**src/hdl/asbe_pkg.sv**
```systemverilog
`timescale 1ns / 1ps

package asbe_pkg;

  // request kinds
  localparam logic [3:0] KIND_PUSH         = 4'd0;
  localparam logic [3:0] KIND_POP          = 4'd1;
  localparam logic [3:0] KIND_TOP          = 4'd2;
  localparam logic [3:0] KIND_GET          = 4'd3;
  localparam logic [3:0] KIND_PUT          = 4'd4;
  localparam logic [3:0] KIND_SWAP         = 4'd5;
  localparam logic [3:0] KIND_REMOVE_AT    = 4'd6;
  localparam logic [3:0] KIND_CONTAINS     = 4'd7;
  localparam logic [3:0] KIND_REMOVE_VALUE = 4'd8;

  // result status codes
  localparam logic [1:0] ST_OK        = 2'd0;
  localparam logic [1:0] ST_FULL      = 2'd1;
  localparam logic [1:0] ST_EMPTY     = 2'd2;
  localparam logic [1:0] ST_BAD_INDEX = 2'd3;

  // memory read address select
  localparam logic [2:0] RA_P    = 3'd0;
  localparam logic [2:0] RA_Q    = 3'd1;
  localparam logic [2:0] RA_TOP  = 3'd2;
  localparam logic [2:0] RA_IDX  = 3'd3;
  localparam logic [2:0] RA_IDX1 = 3'd4;

  // memory write address select
  localparam logic [1:0] WA_COUNT = 2'd0;
  localparam logic [1:0] WA_P     = 2'd1;
  localparam logic [1:0] WA_Q     = 2'd2;
  localparam logic [1:0] WA_IDX   = 2'd3;

  // memory write data select
  localparam logic [1:0] WD_VALUE = 2'd0;
  localparam logic [1:0] WD_RDATA = 2'd1;
  localparam logic [1:0] WD_TMP   = 2'd2;

  // controller to datapath
  typedef struct packed {
    logic       load;
    logic       rd_en;
    logic [2:0] rd_sel;
    logic       wr_en;
    logic [1:0] wa_sel;
    logic [1:0] wd_sel;
    logic       tmp_ld;
    logic       idx_clr;
    logic       idx_ld_p;
    logic       idx_inc;
    logic       cnt_inc;
    logic       cnt_dec;
    logic       finish;
    logic [1:0] res_status;
    logic       res_rd;
    logic       res_found;
  } asbe_cmd_t;

  // datapath to controller
  typedef struct packed {
    logic full;
    logic empty;
    logic p_ok;
    logic q_ok;
    logic last;
    logic scan_end;
    logic match;
  } asbe_sts_t;

endpackage

```
**src/hdl/asbe_ctrl.sv**
```systemverilog
`timescale 1ns / 1ps

module asbe_ctrl import asbe_pkg::*; (
  input  logic       clk,
  input  logic       rst,
  input  logic       start,
  input  logic [3:0] kind,
  input  asbe_sts_t  sts,
  output asbe_cmd_t  cmd,
  output logic       busy
);

  localparam logic [3:0] S_IDLE   = 4'd0;
  localparam logic [3:0] S_EXEC   = 4'd1;
  localparam logic [3:0] S_RDWAIT = 4'd2;
  localparam logic [3:0] S_SW_B   = 4'd3;
  localparam logic [3:0] S_SW_C   = 4'd4;
  localparam logic [3:0] S_SW_D   = 4'd5;
  localparam logic [3:0] S_SH_RD  = 4'd6;
  localparam logic [3:0] S_SH_WR  = 4'd7;
  localparam logic [3:0] S_SC_RD  = 4'd8;
  localparam logic [3:0] S_SC_CMP = 4'd9;

  logic [3:0] state;
  logic [3:0] state_next;
  logic [3:0] kind_q;

  assign busy = (state != S_IDLE);

  always_ff @(posedge clk) begin
    if (rst) begin
      state <= S_IDLE;
    end else begin
      state <= state_next;
    end
    if (cmd.load) begin
      kind_q <= kind;
    end
  end

  // sequencer
  always_comb begin
    cmd        = '0;
    state_next = state;
    case (state)
      S_IDLE: begin
        if (start) begin
          cmd.load   = 1'b1;
          state_next = S_EXEC;
        end
      end

      // first step of every request, decided on the latched kind
      S_EXEC: begin
        state_next = S_IDLE;
        case (kind_q)
          KIND_PUSH: begin
            cmd.finish = 1'b1;
            if (sts.full) begin
              cmd.res_status = ST_FULL;
            end else begin
              cmd.wr_en   = 1'b1;
              cmd.wa_sel  = WA_COUNT;
              cmd.wd_sel  = WD_VALUE;
              cmd.cnt_inc = 1'b1;
            end
          end
          KIND_POP: begin
            cmd.finish = 1'b1;
            if (sts.empty) begin
              cmd.res_status = ST_EMPTY;
            end else begin
              cmd.cnt_dec = 1'b1;
            end
          end
          KIND_TOP: begin
            if (sts.empty) begin
              cmd.finish     = 1'b1;
              cmd.res_status = ST_EMPTY;
            end else begin
              cmd.rd_en  = 1'b1;
              cmd.rd_sel = RA_TOP;
              state_next = S_RDWAIT;
            end
          end
          KIND_GET: begin
            if (sts.p_ok) begin
              cmd.rd_en  = 1'b1;
              cmd.rd_sel = RA_P;
              state_next = S_RDWAIT;
            end else begin
              cmd.finish     = 1'b1;
              cmd.res_status = ST_BAD_INDEX;
            end
          end
          KIND_PUT: begin
            cmd.finish = 1'b1;
            if (sts.p_ok) begin
              cmd.wr_en  = 1'b1;
              cmd.wa_sel = WA_P;
              cmd.wd_sel = WD_VALUE;
            end else begin
              cmd.res_status = ST_BAD_INDEX;
            end
          end
          KIND_SWAP: begin
            if (sts.p_ok && sts.q_ok) begin
              cmd.rd_en  = 1'b1;
              cmd.rd_sel = RA_P;
              state_next = S_SW_B;
            end else begin
              cmd.finish     = 1'b1;
              cmd.res_status = ST_BAD_INDEX;
            end
          end
          KIND_REMOVE_AT: begin
            if (sts.p_ok) begin
              cmd.idx_ld_p = 1'b1;
              state_next   = S_SH_RD;
            end else begin
              cmd.finish     = 1'b1;
              cmd.res_status = ST_BAD_INDEX;
            end
          end
          KIND_CONTAINS, KIND_REMOVE_VALUE: begin
            cmd.idx_clr = 1'b1;
            state_next  = S_SC_RD;
          end
          default: begin
            // unknown kind: report the count, change nothing
            cmd.finish = 1'b1;
          end
        endcase
      end

      // read data for top and get
      S_RDWAIT: begin
        cmd.finish = 1'b1;
        cmd.res_rd = 1'b1;
        state_next = S_IDLE;
      end

      // swap: hold entry p, read entry q, then write both back
      S_SW_B: begin
        cmd.tmp_ld = 1'b1;
        cmd.rd_en  = 1'b1;
        cmd.rd_sel = RA_Q;
        state_next = S_SW_C;
      end
      S_SW_C: begin
        cmd.wr_en  = 1'b1;
        cmd.wa_sel = WA_P;
        cmd.wd_sel = WD_RDATA;
        state_next = S_SW_D;
      end
      S_SW_D: begin
        cmd.wr_en  = 1'b1;
        cmd.wa_sel = WA_Q;
        cmd.wd_sel = WD_TMP;
        cmd.finish = 1'b1;
        state_next = S_IDLE;
      end

      // shift down: read idx+1, write it at idx
      S_SH_RD: begin
        if (sts.last) begin
          cmd.cnt_dec   = 1'b1;
          cmd.finish    = 1'b1;
          cmd.res_found = (kind_q == KIND_REMOVE_VALUE);
          state_next    = S_IDLE;
        end else begin
          cmd.rd_en  = 1'b1;
          cmd.rd_sel = RA_IDX1;
          state_next = S_SH_WR;
        end
      end
      S_SH_WR: begin
        cmd.wr_en   = 1'b1;
        cmd.wa_sel  = WA_IDX;
        cmd.wd_sel  = WD_RDATA;
        cmd.idx_inc = 1'b1;
        state_next  = S_SH_RD;
      end

      // linear search from index zero
      S_SC_RD: begin
        if (sts.scan_end) begin
          cmd.finish = 1'b1;
          state_next = S_IDLE;
        end else begin
          cmd.rd_en  = 1'b1;
          cmd.rd_sel = RA_IDX;
          state_next = S_SC_CMP;
        end
      end
      S_SC_CMP: begin
        if (sts.match) begin
          if (kind_q == KIND_REMOVE_VALUE) begin
            state_next = S_SH_RD;
          end else begin
            cmd.finish    = 1'b1;
            cmd.res_found = 1'b1;
            state_next    = S_IDLE;
          end
        end else begin
          cmd.idx_inc = 1'b1;
          state_next  = S_SC_RD;
        end
      end

      default: begin
        state_next = S_IDLE;
      end
    endcase
  end

endmodule

```
**config.mk**
```make
export PLATFORM = sky130hd
export DESIGN_NAME = asbe_ctrl
export DESIGN_NICKNAME = d
export VERILOG_FILES = /design/src/hdl/asbe_pkg.sv /design/src/hdl/asbe_ctrl.sv
export SDC_FILE = /design/constraint.sdc
export NUM_CORES = 1
export LEC_CHECK = 0
export BUFFER_PORTS_ARGS = -buffer_cell sky130_fd_sc_hd__clkbuf_2
export CAP_MARGIN = 40
export CORE_MARGIN = 8
export CORE_UTILIZATION = 48
export DETAILED_ROUTE_END_ITERATION = 8
export PLACE_DENSITY_LB_ADDON = 0.05
export SYNTH_ARGS = -nofsm -noshare
export SYNTH_HDL_FRONTEND = slang
export SYNTH_SLANG_ARGS = --single-unit
```
**constraint.sdc**
```tcl
create_clock -name clk -period 1.9 [get_ports clk]
set_clock_uncertainty 0.1 [all_clocks]
set_input_delay 0.19 -clock clk [delete_from_list [all_inputs] [get_ports clk]]
set_output_delay 0.19 -clock clk [all_outputs]
set_load 0.03 [all_outputs]
```
### Word-level counts from Yosys, hierarchy flattened

Cells that the tools add are included.

* equality and inequality tests: 18
* reduce and logical (&&, ||, !) cells: 7
* multiplexer cells: 54

Operators with widths (count)
* == test 4 x 3 -> 1 bit, second input constant: 8
* two-way mux 4 bit: 8
* case mux 4 bit (8 select lines): 1
* case mux 4 bit (5 select lines): 1
* case mux 5 bit (4 select lines): 1
* two-way mux 1 bit: 18
* two-way mux 3 bit: 6
* == test 4 x 2 -> 1 bit, second input constant: 4
* two-way mux 2 bit: 8
* case mux 4 bit (4 select lines): 1
* == test 4 bit, second input constant: 3
* case mux 2 bit (6 select lines): 1
* case mux 4 bit (3 select lines): 1
* two-way mux 5 bit: 2
* case mux 5 bit (2 select lines): 1
* == test 4 x 1 -> 1 bit, second input constant: 2
* logical NOT 4 bit: 2
* case mux 1 bit (2 select lines): 3
* OR reduction 2 bit: 3
* case mux 1 bit (5 select lines): 1
* case mux 1 bit (4 select lines): 1
* nonzero test 4 bit: 1
* inequality test 2 bit, second input constant: 1
* logical AND 1 bit: 1

* input port bits: 14
* output and inout port bits: 22
* logic and storage cells: 81
* register bits after elaboration: 8

### Longest topological paths before layout

Gate-level depths: netlist of run 1.

* depth after elaboration: 4
* depth in mapped cells: 6
* depth with buffers taken out: 4

### Least setup slack after synthesis of run 1

Ideal clock, no wire load.

* path type: register to output
* start: register kind_q[3]
* end: output cmd[19] (netlist bit)
* cell stages (with the launch flop): 5
* path slack: -562 ps
* path buffers: 0
* data required time: 1610 ps
* arrival time: 2172 ps
* cell sequence: edfxtp_1 > and3b_1 > and4b_1 > a31oi_1 > o311ai_0

RTL lines
* start, declared: RTL line asbe_ctrl.sv:26 `logic [3:0] kind_q;`
* start signal, assigned: RTL line asbe_ctrl.sv:37 `kind_q <= kind;`
* end, declared: RTL line asbe_ctrl.sv:9 `output asbe_cmd_t cmd,`

==> results.cfg, run 1 <==
[outcome]
status = finished with violations
violations = negative setup slack

[critical_path]
rr_startpoint = kind_q[2]
setup.worst_path.end_class = output port
r2r_cells = 6
critical_path.max_fanout = 6
path_buf_inv = 1
crit_path_start = kind_q[0]
r2r-end = state[1]
worst_path_largest_cell_delay_ns = 0.60
crit_cells = 4
endpoint = cmd[4]
crit_family = simple AND/OR/NAND/NOR gates
crit_type = reg -> out
start_kind = register
path_cells = or4b_4, nand4_1, o211ai_1, buf_4
r2r_setup_slack_ns = 0.08
critPathArrivalTime_ns = 1.72
required_ns = 1.61
cp_slowest_cell = or4b_4

[floorplan]
boundaryPins = 36
core-area_mm2 = 0.00190
start_util_pct = 49.6
rows = 16
die_y_um = 60.3
dieWidth_um = 60.3
die-area_mm2 = 0.00364

[clock_network]
clk_pin_slew_ns = 0.05
htree_num_levels = 1
cts_sinks = 8
holdBufCountCts = 0
ctsRootBufferMaster = clkbuf_4
clk_latency_ns = 0.25
ctsLongestPathBuffers = 2
cts_inserted_buffers = 3
cts_tree = yes

[global_routing]
antenna_found_initial = 0
grt_max_degree = 18
grt_usage_pct = 16.5
grt_pass1_wl_um = 4760
first_global_vias = 1116
overflow = 0

[logic_synthesis]
synth_cells = 137
async_flop_share_pct = 0
seq_area_frac_synth_pct = 21.2
yosys_warnings = 0
syn_area_per_cell_um2 = 6.89
ys_seq_elements = 8
synth_cell_types = 45
ys.flop_type = edfxtp_1
synth_edf_count = 4
syn_nets = 151
syn-cell-area_um2 = 943

[placement]
port_buffers = 35
dp_cells = 205
globalplace.congestion = 0.898
hpwlAfterDp_um = 2190
dp_slack_ns = 0.118

[routing]
postRouteAntennaNets = 0
viasPerCell = 5.53
dr.pass1.iters = 4
vias = 1189
drc = 0
wirelength_um = 3050
routedWlPerCell_um = 14.2
drt_iter0_drc = 63

[sta]
rsz0062_at_grt = true
post-route-period-util_pct = 106
finalHoldViolations = 0
fmax_mhz = 498
final.min_clock_period_ns = 2.01
finalMaxSlewViolations = 0
fin_ws_ns = -0.109
finalSetupViolCount = 6
relSlewSlack_pct = 70.8
tns_ns = -0.262
max_slew.worst_pin.slew_ns = 0.427

[layout]
final_cells = 215
area_growth_pct = 50.3
mostFrequentLayoutCells = clkbuf_2 (24), buf_4 (24), nor2_1 (12), nand2_1 (12), o21ai_0 (10)
nFillCells = 153
fin_nets = 203
layout-drive-gt1-share_pct = 41.5
n_antenna_cell = 0

[power]
pwr_density_cell_mw_per_mm2 = 380
power_uw = 539
peakVddDrop_mv = 0.379
leakage_uw = 0.000652

[hold_path]
hp-class = in -> reg

[run]
cap_violations = 0
sequential cells by signal, indices dropped and copies added, names as in the netlist:
name / count
state: 4
kind_q: 4
power by group:
group	total, uW	switching, uW	internal, uW
clock	130	49.9	79.8
sequential	201	8.89	192
combinational	209	117	92.0
total	539	175	364
logic make-up after synthesis:
family,count (synthesis),synth area share [%]
muxes,1,1.06
AOI/OAI and AO/OA,39,26.0
DFF,8,21.2
buffers and inverters,16,7.69
and+or+nand+nor,72,43.1
xor gates and xnor gates,1,0.929
timing repair:
item                       CTS  global route
setup endpoints to repair   10            12
pin swaps                    5             3
gates resized for setup     17            20
setup buffers                3             3
cloned                       0             0
worst register-to-register path, cell delays in order (launching register included):
cell,delay [ns]
edfxtp_1,0.42
buf_6,0.17
buf_4,0.13
nor2b_2,0.15
a2111oi_1,0.45
o311a_1,0.22
o21a_1,0.12
metal layers:
layer / global-route usage, % / vias up / wire length, um
met5: 0 / - / 0
met4: 5.10 / 0 / 21
met3: 2.97 / 4 / 269
met2: 27.9 / 43 / 1500
met1: 20.5 / 540 / 1260
li1: - / 602 / -
synth_stat cells, types with 3 or more instances:
master | number | share of area, %
dfxtp_1 | 4 | 8.5
nand2b_1 | 7 | 4.6
nor2_1 | 16 | 6.4
buf_2 | 4 | 2.1
o21a_1 | 4 | 3.2
nor3_1 | 5 | 2.7
nand3_1 | 6 | 3.2
nor2b_1 | 5 | 3.3
inv_1 | 6 | 2.4
clkbuf_1 | 4 | 1.6
a21oi_1 | 8 | 4.2
o21ai_0 | 13 | 6.9
nand2_1 | 12 | 4.8
edfxtp_1 | 4 | 13
nor3b_1 | 3 | 2.4
how the worst min path moves through the flow:
stage | to | cells after the start | from | slack (ns)
after CTS | kind_q[3] | 1 | kind[3] | 0.009
after global routing | kind_q[2] | 1 | kind[2] | 0.007
final | kind_q[3] | 1 | kind[3] | 0.02
after global placement | kind_q[0] | 1 | kind[0] | 0.27
after floorplan | kind_q[0] | 0 | kind[0] | 0.19
after detailed placement | kind_q[0] | 1 | kind[0] | 0.27
stage by stage:
stage,utilization (%),hold WS [ns],instance area (um^2)
global route,74.5,0.00686,1420
detailed placement,65.9,0.269,1250
CTS,71.8,0.00890,1370
global placement,65.9,0.267,1250
finish,74.5,0.0155,1420
floorplan,-,0.189,962
layout make-up:
class | instances | area [um^2] | area share [%]
Timing Repair Buffer | 57 | 408 | 28.8
Tap cell | 27 | 33.8 | 2.38
Clock buffer | 4 | 26.3 | 1.85
Multi-Input combinational cell | 113 | 723 | 51.0
Sequential cell | 8 | 204 | 14.4
Inverter | 6 | 22.5 | 1.59
No activity file was read; power rests on OpenSTA's default activity.
==> run 2, diff against run 1 <==
Settings changed: BUFFER_PORTS_ARGS -buffer_cell sky130_fd_sc_hd__clkbuf_2 to unset, CORE_UTILIZATION 48 to 50, DONT_BUFFER_PORTS set to 1.
==> run 2 against run 1 <==
Effect of this change:
- the run still ends with negative setup slack left
- design area fell by 1.4%
- combinational power is 2% lower
- wire length down 0.43%
- count of clock-buffer cells in the layout unchanged
- register-to-register slack barely moved
- first-iteration DRC count down 32%
- die area fell by 3.0%
- power rose by 0.20%
- fmax down 0.84%
==> results.cfg, run 2 (synthesized netlist as in run 1, its figures left out) <==
[floorplan]
start_util_pct = 54.1
dieWidth_um = 59.4
core-area_mm2 = 0.00175
boundaryPins = 36
die_y_um = 59.4
rows = 15
die-area_mm2 = 0.00353

[placement]
dp_slack_ns = 0.130
globalplace.congestion = 0.917
port_buffers = 0
hpwlAfterDp_um = 2220

[clock_network]
clk_latency_ns = 0.25
cts_inserted_buffers = 3
cts_tree = yes
htree_num_levels = 1
clk_pin_slew_ns = 0.05
ctsLongestPathBuffers = 2
ctsRootBufferMaster = clkbuf_4
cts_sinks = 8

[global_routing]
grt_max_degree = 15
grt_pass1_wl_um = 4810
overflow = 0
first_global_vias = 1134
antenna_found_initial = 0
grt_usage_pct = 17.0

[routing]
drc = 0
postRouteAntennaNets = 0
wirelength_um = 3040
dr.pass1.iters = 4
drt_iter0_drc = 43
routedWlPerCell_um = 15.2
viasPerCell = 5.96
vias = 1191

[hold_path]
min_path_cells = 2
min_to = state[3]
hp-start = sts[0]
hp-class = in -> reg

[run]
cap_violations = 0

[sta]
max_slew.worst_pin.slew_ns = 0.564
finalMaxSlewViolations = 0
tns_ns = -0.330
finalSetupViolCount = 6
fmax_mhz = 494
fin_ws_ns = -0.126
relSlewSlack_pct = 61.4
rsz0062_at_grt = true
post-route-period-util_pct = 107
hold_slack_ns = 0.146
final.min_clock_period_ns = 2.03
finalHoldViolations = 0

[power]
pwr_density_cell_mw_per_mm2 = 387
peakVddDrop_mv = 0.462
leakage_uw = 0.000602

[critical_path]
required_ns = 1.61
path_cells = buf_6, xnor2_1, mux2i_1, a221oi_1, o211ai_1, buf_4
r2r_setup_slack_ns = 0.08
path_buf_inv = 2
r2r_cells = 6
crit_family = flip-flops
critPathArrivalTime_ns = 1.74
rr_startpoint = kind_q[1]
crit_type = reg -> out
worst_path_largest_cell_delay_ns = 0.44
r2r-end = state[1]
start_kind = register
critical_path.max_fanout = 8
cp_slowest_cell = edfxtp_1
setup.worst_path.end_class = output port

[layout]
layout-drive-gt1-share_pct = 35.4
final_common_cell = buf_4
fin_util_pct = 80.1
mostFrequentLayoutCells = buf_4 (31), nor2_1 (12), nand2_1 (12)
area_growth_pct = 48.1
n_antenna_cell = 0
top_regs = kind_q (4), state (4)
fin_nets = 190

[outcome]
violations = negative setup slack
status = finished with violations
## run 2: cell types whose count changed in the layout (fill, tap and decap cells not counted), moves of 2 or more
cell,delta
buf_4,+7
dlygate4sd3_1,+4
clkbuf_8,-3
nor2_4,+2
clkbuf_2,-24
buf_6,+4
nor2_2,-2
## run 2: stage by stage
stage,cells,cell area [um^2],total power (uW)
final,200,1400,540
after floorplan,137,962,317
after CTS,196,1330,527
after global placement,183,1190,360
after global routing,200,1400,572
after detailed placement,183,1190,364
## run 2: worst max-delay path by stage
stage                          from  endpoint  slack [ns]  depth (start not counted)
after floorplan           kind_q[3]   cmd[19]       -0.20                          4
after global placement    kind_q[0]    cmd[9]        0.17                          4
after detailed placement  kind_q[2]    cmd[9]        0.13                          4
after CTS                 kind_q[1]    cmd[4]       -0.07                          4
after global routing      kind_q[2]    cmd[4]       -0.18                          6
final                     kind_q[2]    cmd[4]       -0.13                          6
## run 2: routing by layer
layer / routed length, um / GRT usage [%]
met5: 0 / 0
met4: 61 / 9.56
met3: 352 / 4.12
met2: 1400 / 27.6
met1: 1230 / 19.7
## run 2: what timing repair did
action / in CTS / in global routing
setup buffers: 5 / 3
endpoints found under the hold margin: 4 / 0
cloned: 0 / 1
hold buffers: 4 / 0
resized for setup: 10 / 14
pin swaps: 3 / 4
endpoints found under the setup margin: 11 / 12
## run 2: power by group
| part | internal [uW] | switching (uW) | total [uW] |
|---|---|---|---|
| registers | 191 | 10.2 | 201 |
| clock network | 80.2 | 55.8 | 136 |
| logic | 93.9 | 110 | 204 |
| total | 365 | 176 | 540 |
## run 2: layout make-up
cell class	count	area, um^2
Clock buffer	4	26.3
Fill cell	126	348
Inverter	6	22.5
Multi-Input combinational cell	113	733
Sequential cell	8	208
Tap cell	25	31.3
Timing Repair Buffer	44	377
## run 2: worst register-to-register path, delay by kind of cell, from the launching register on
family | cells | cell delay (ns)
AND/OR/NAND/NOR | 1 | 0.24
buffers and inverters | 2 | 0.26
AO/OA/AOI/OAI | 3 | 0.76
flip-flops | 1 | 0.39
==> run 3, diff against run 2 <==
==> constraint.sdc (replaced) <==
create_clock -name clk -period 1.9 [get_ports clk]
set_clock_uncertainty 0.1 [all_clocks]
set_input_delay 0.38 -clock clk [delete_from_list [all_inputs] [get_ports clk]]
set_output_delay 0.38 -clock clk [all_outputs]
set_load 0.03 [all_outputs]
==> run 3 against run 2 <==
Effect of this change:
- the run still ends with negative setup slack left
- design area rose by 11%
- sequential share of layout area is 0.97 points lower
- first-iteration DRC count increased by 49%
- worst setup slack lost 0.24 ns
- final cell count rose by 2.5%
- register-to-register slack worse by 0.07 ns
- flip-flop and latch count unchanged
- critical path depth increased by 1
- combinational power rose by 10%
- non-clock buffer count grew 5
- largest power group unchanged
- hold slack got worse by 0.027 ns
- critical path type unchanged
- count of clock-buffer cells in the layout stayed put
==> results.cfg, run 3 (synthesized netlist as in run 1, its figures left out) <==
[routing]
vias = 1303
drt_iter0_drc = 64
drc = 0
postRouteAntennaNets = 0
routedWlPerCell_um = 19.5
dr.pass1.iters = 4
viasPerCell = 6.36
wirelength_um = 4010

[hold_path]
hp-class = in -> reg

[floorplan]
rows = 15
start_util_pct = 54.1
die_y_um = 59.4
boundaryPins = 36
die-area_mm2 = 0.00353
dieWidth_um = 59.4
core-area_mm2 = 0.00175

[sta]
rsz0062_at_grt = true
hold_slack_ns = 0.119
fin_ws_ns = -0.361
finalSetupViolCount = 15
finalHoldViolations = 0
final.min_clock_period_ns = 2.26
relSlewSlack_pct = 52.0
fmax_mhz = 442
post-route-period-util_pct = 119
finalMaxSlewViolations = 0
max_slew.worst_pin.slew_ns = 0.702

[layout]
n_antenna_cell = 0
final_common_cell = buf_4
top_regs = kind_q (4), state (4)
seqCellArea_um2 = 215
area_growth_pct = 64.2
multi_input_area_um2 = 832
nFillCells = 88
fin_nets = 195
final_area_mm2 = 0.00155
layout-drive-gt1-share_pct = 48.9
mostFrequentLayoutCells = buf_4 (36), nor2_1 (12), nand2_1 (11), buf_6 (11), o21ai_0 (7)

[clock_network]
ctsLongestPathBuffers = 2
cts_tree = yes
htree_num_levels = 1
clk_pin_slew_ns = 0.06
clk_latency_ns = 0.25
cts_inserted_buffers = 3
cts_sinks = 8
ctsRootBufferMaster = clkbuf_4
holdBufCountCts = 0

[placement]
port_buffers = 0
globalplace.congestion = 0.847
hpwlAfterDp_um = 2500
place_area_mm2 = 0.00129

[power]
pwr_density_cell_mw_per_mm2 = 365
leakage_uw = 0.000648
peakVddDrop_mv = 0.594

[outcome]
status = finished with violations
violations = negative setup slack

[global_routing]
overflow = 0
grt_max_degree = 15
grt_pass1_wl_um = 4920
antenna_found_initial = 0
grt_usage_pct = 17.5
first_global_vias = 1082

[critical_path]
crit_type = reg -> out
required_ns = 1.42
start_kind = register
r2r_setup_slack_ns = 0.01
cp_slowest_cell = edfxtp_1
crit_family = compound AO/OA/AOI/OAI gates
path_cells = buf_4, buf_6, nor3b_2, o21ai_1, a21o_1, a21oi_2, buf_6
critical_path.max_fanout = 5
setup.worst_path.end_class = output port
critPathArrivalTime_ns = 1.78
path_buf_inv = 3
worst_path_largest_cell_delay_ns = 0.42
crit_top_cell = buf_6

[run]
cap_violations = 0
run 3: cell count changes in the layout (fill, tap and decap cells not counted), sizes merged:
| cell | before | now |
|---|---|---|
| dlygate4sd3 | 4 | 0 |
| buf | 40 | 49 |
run 3: area by class of cell:
class,count,share of cell area (%)
multi-input combinational,113,53.7
tap,25,2.02
clock buffer,4,1.70
timing repair buffer,49,27.1
inverter,6,1.62
sequential,8,13.9
run 3: power breakdown:
group          internal [uW]  switching, uW  leakage (uW)
combinational           99.0            126      0.000559
clock                   80.6           61.5     0.0000150
sequential               187           10.8     0.0000739
total                    367            199      0.000648
run 3: stage by stage:
| stage | utilization, % | setup slack, ns | std cells | total power (uW) | TNS, ns |
|---|---|---|---|---|---|
| 3_5_place_dp | 74.1 | -0.0585 | 194 | 385 | -0.141 |
| 3_3_place_gp | 74.1 | -0.0174 | 194 | 376 | -0.0174 |
| 2_1_floorplan | - | -0.194 | 137 | 320 | -0.702 |
| 5_1_grt | 88.7 | -0.458 | 205 | 587 | -4.05 |
| 6_report | 88.7 | -0.361 | 205 | 566 | -2.96 |
| 4_1_cts | 78.8 | -0.263 | 201 | 532 | -2.40 |
run 3: worst paths after layout:
check / from / end / cells past startpoint
setup / recovery: kind_q[2] / cmd[2] / 7
hold / removal: kind[0] / kind_q[0] / 0
setup reg to reg: kind_q[2] / state[1] / 7
hold reg to reg: state[3] / state[2] / 2
run 3: timing repair:
| action | CTS | global route |
|---|---|---|
| cloned | 1 | 0 |
| setup buffers | 2 | 4 |
| pin swaps | 3 | 9 |
| gates resized for setup | 15 | 36 |
| endpoints found under the setup margin | 18 | 18 |
run 3: per-layer routing:
metal  GRT usage (%)  routed length [um]  vias up
li1                -                   -      588
met2            30.2                2060       82
met4            6.48                 135        0
met1            19.5                1480      617
met5               0                   0        -
met3            5.42                 327       16
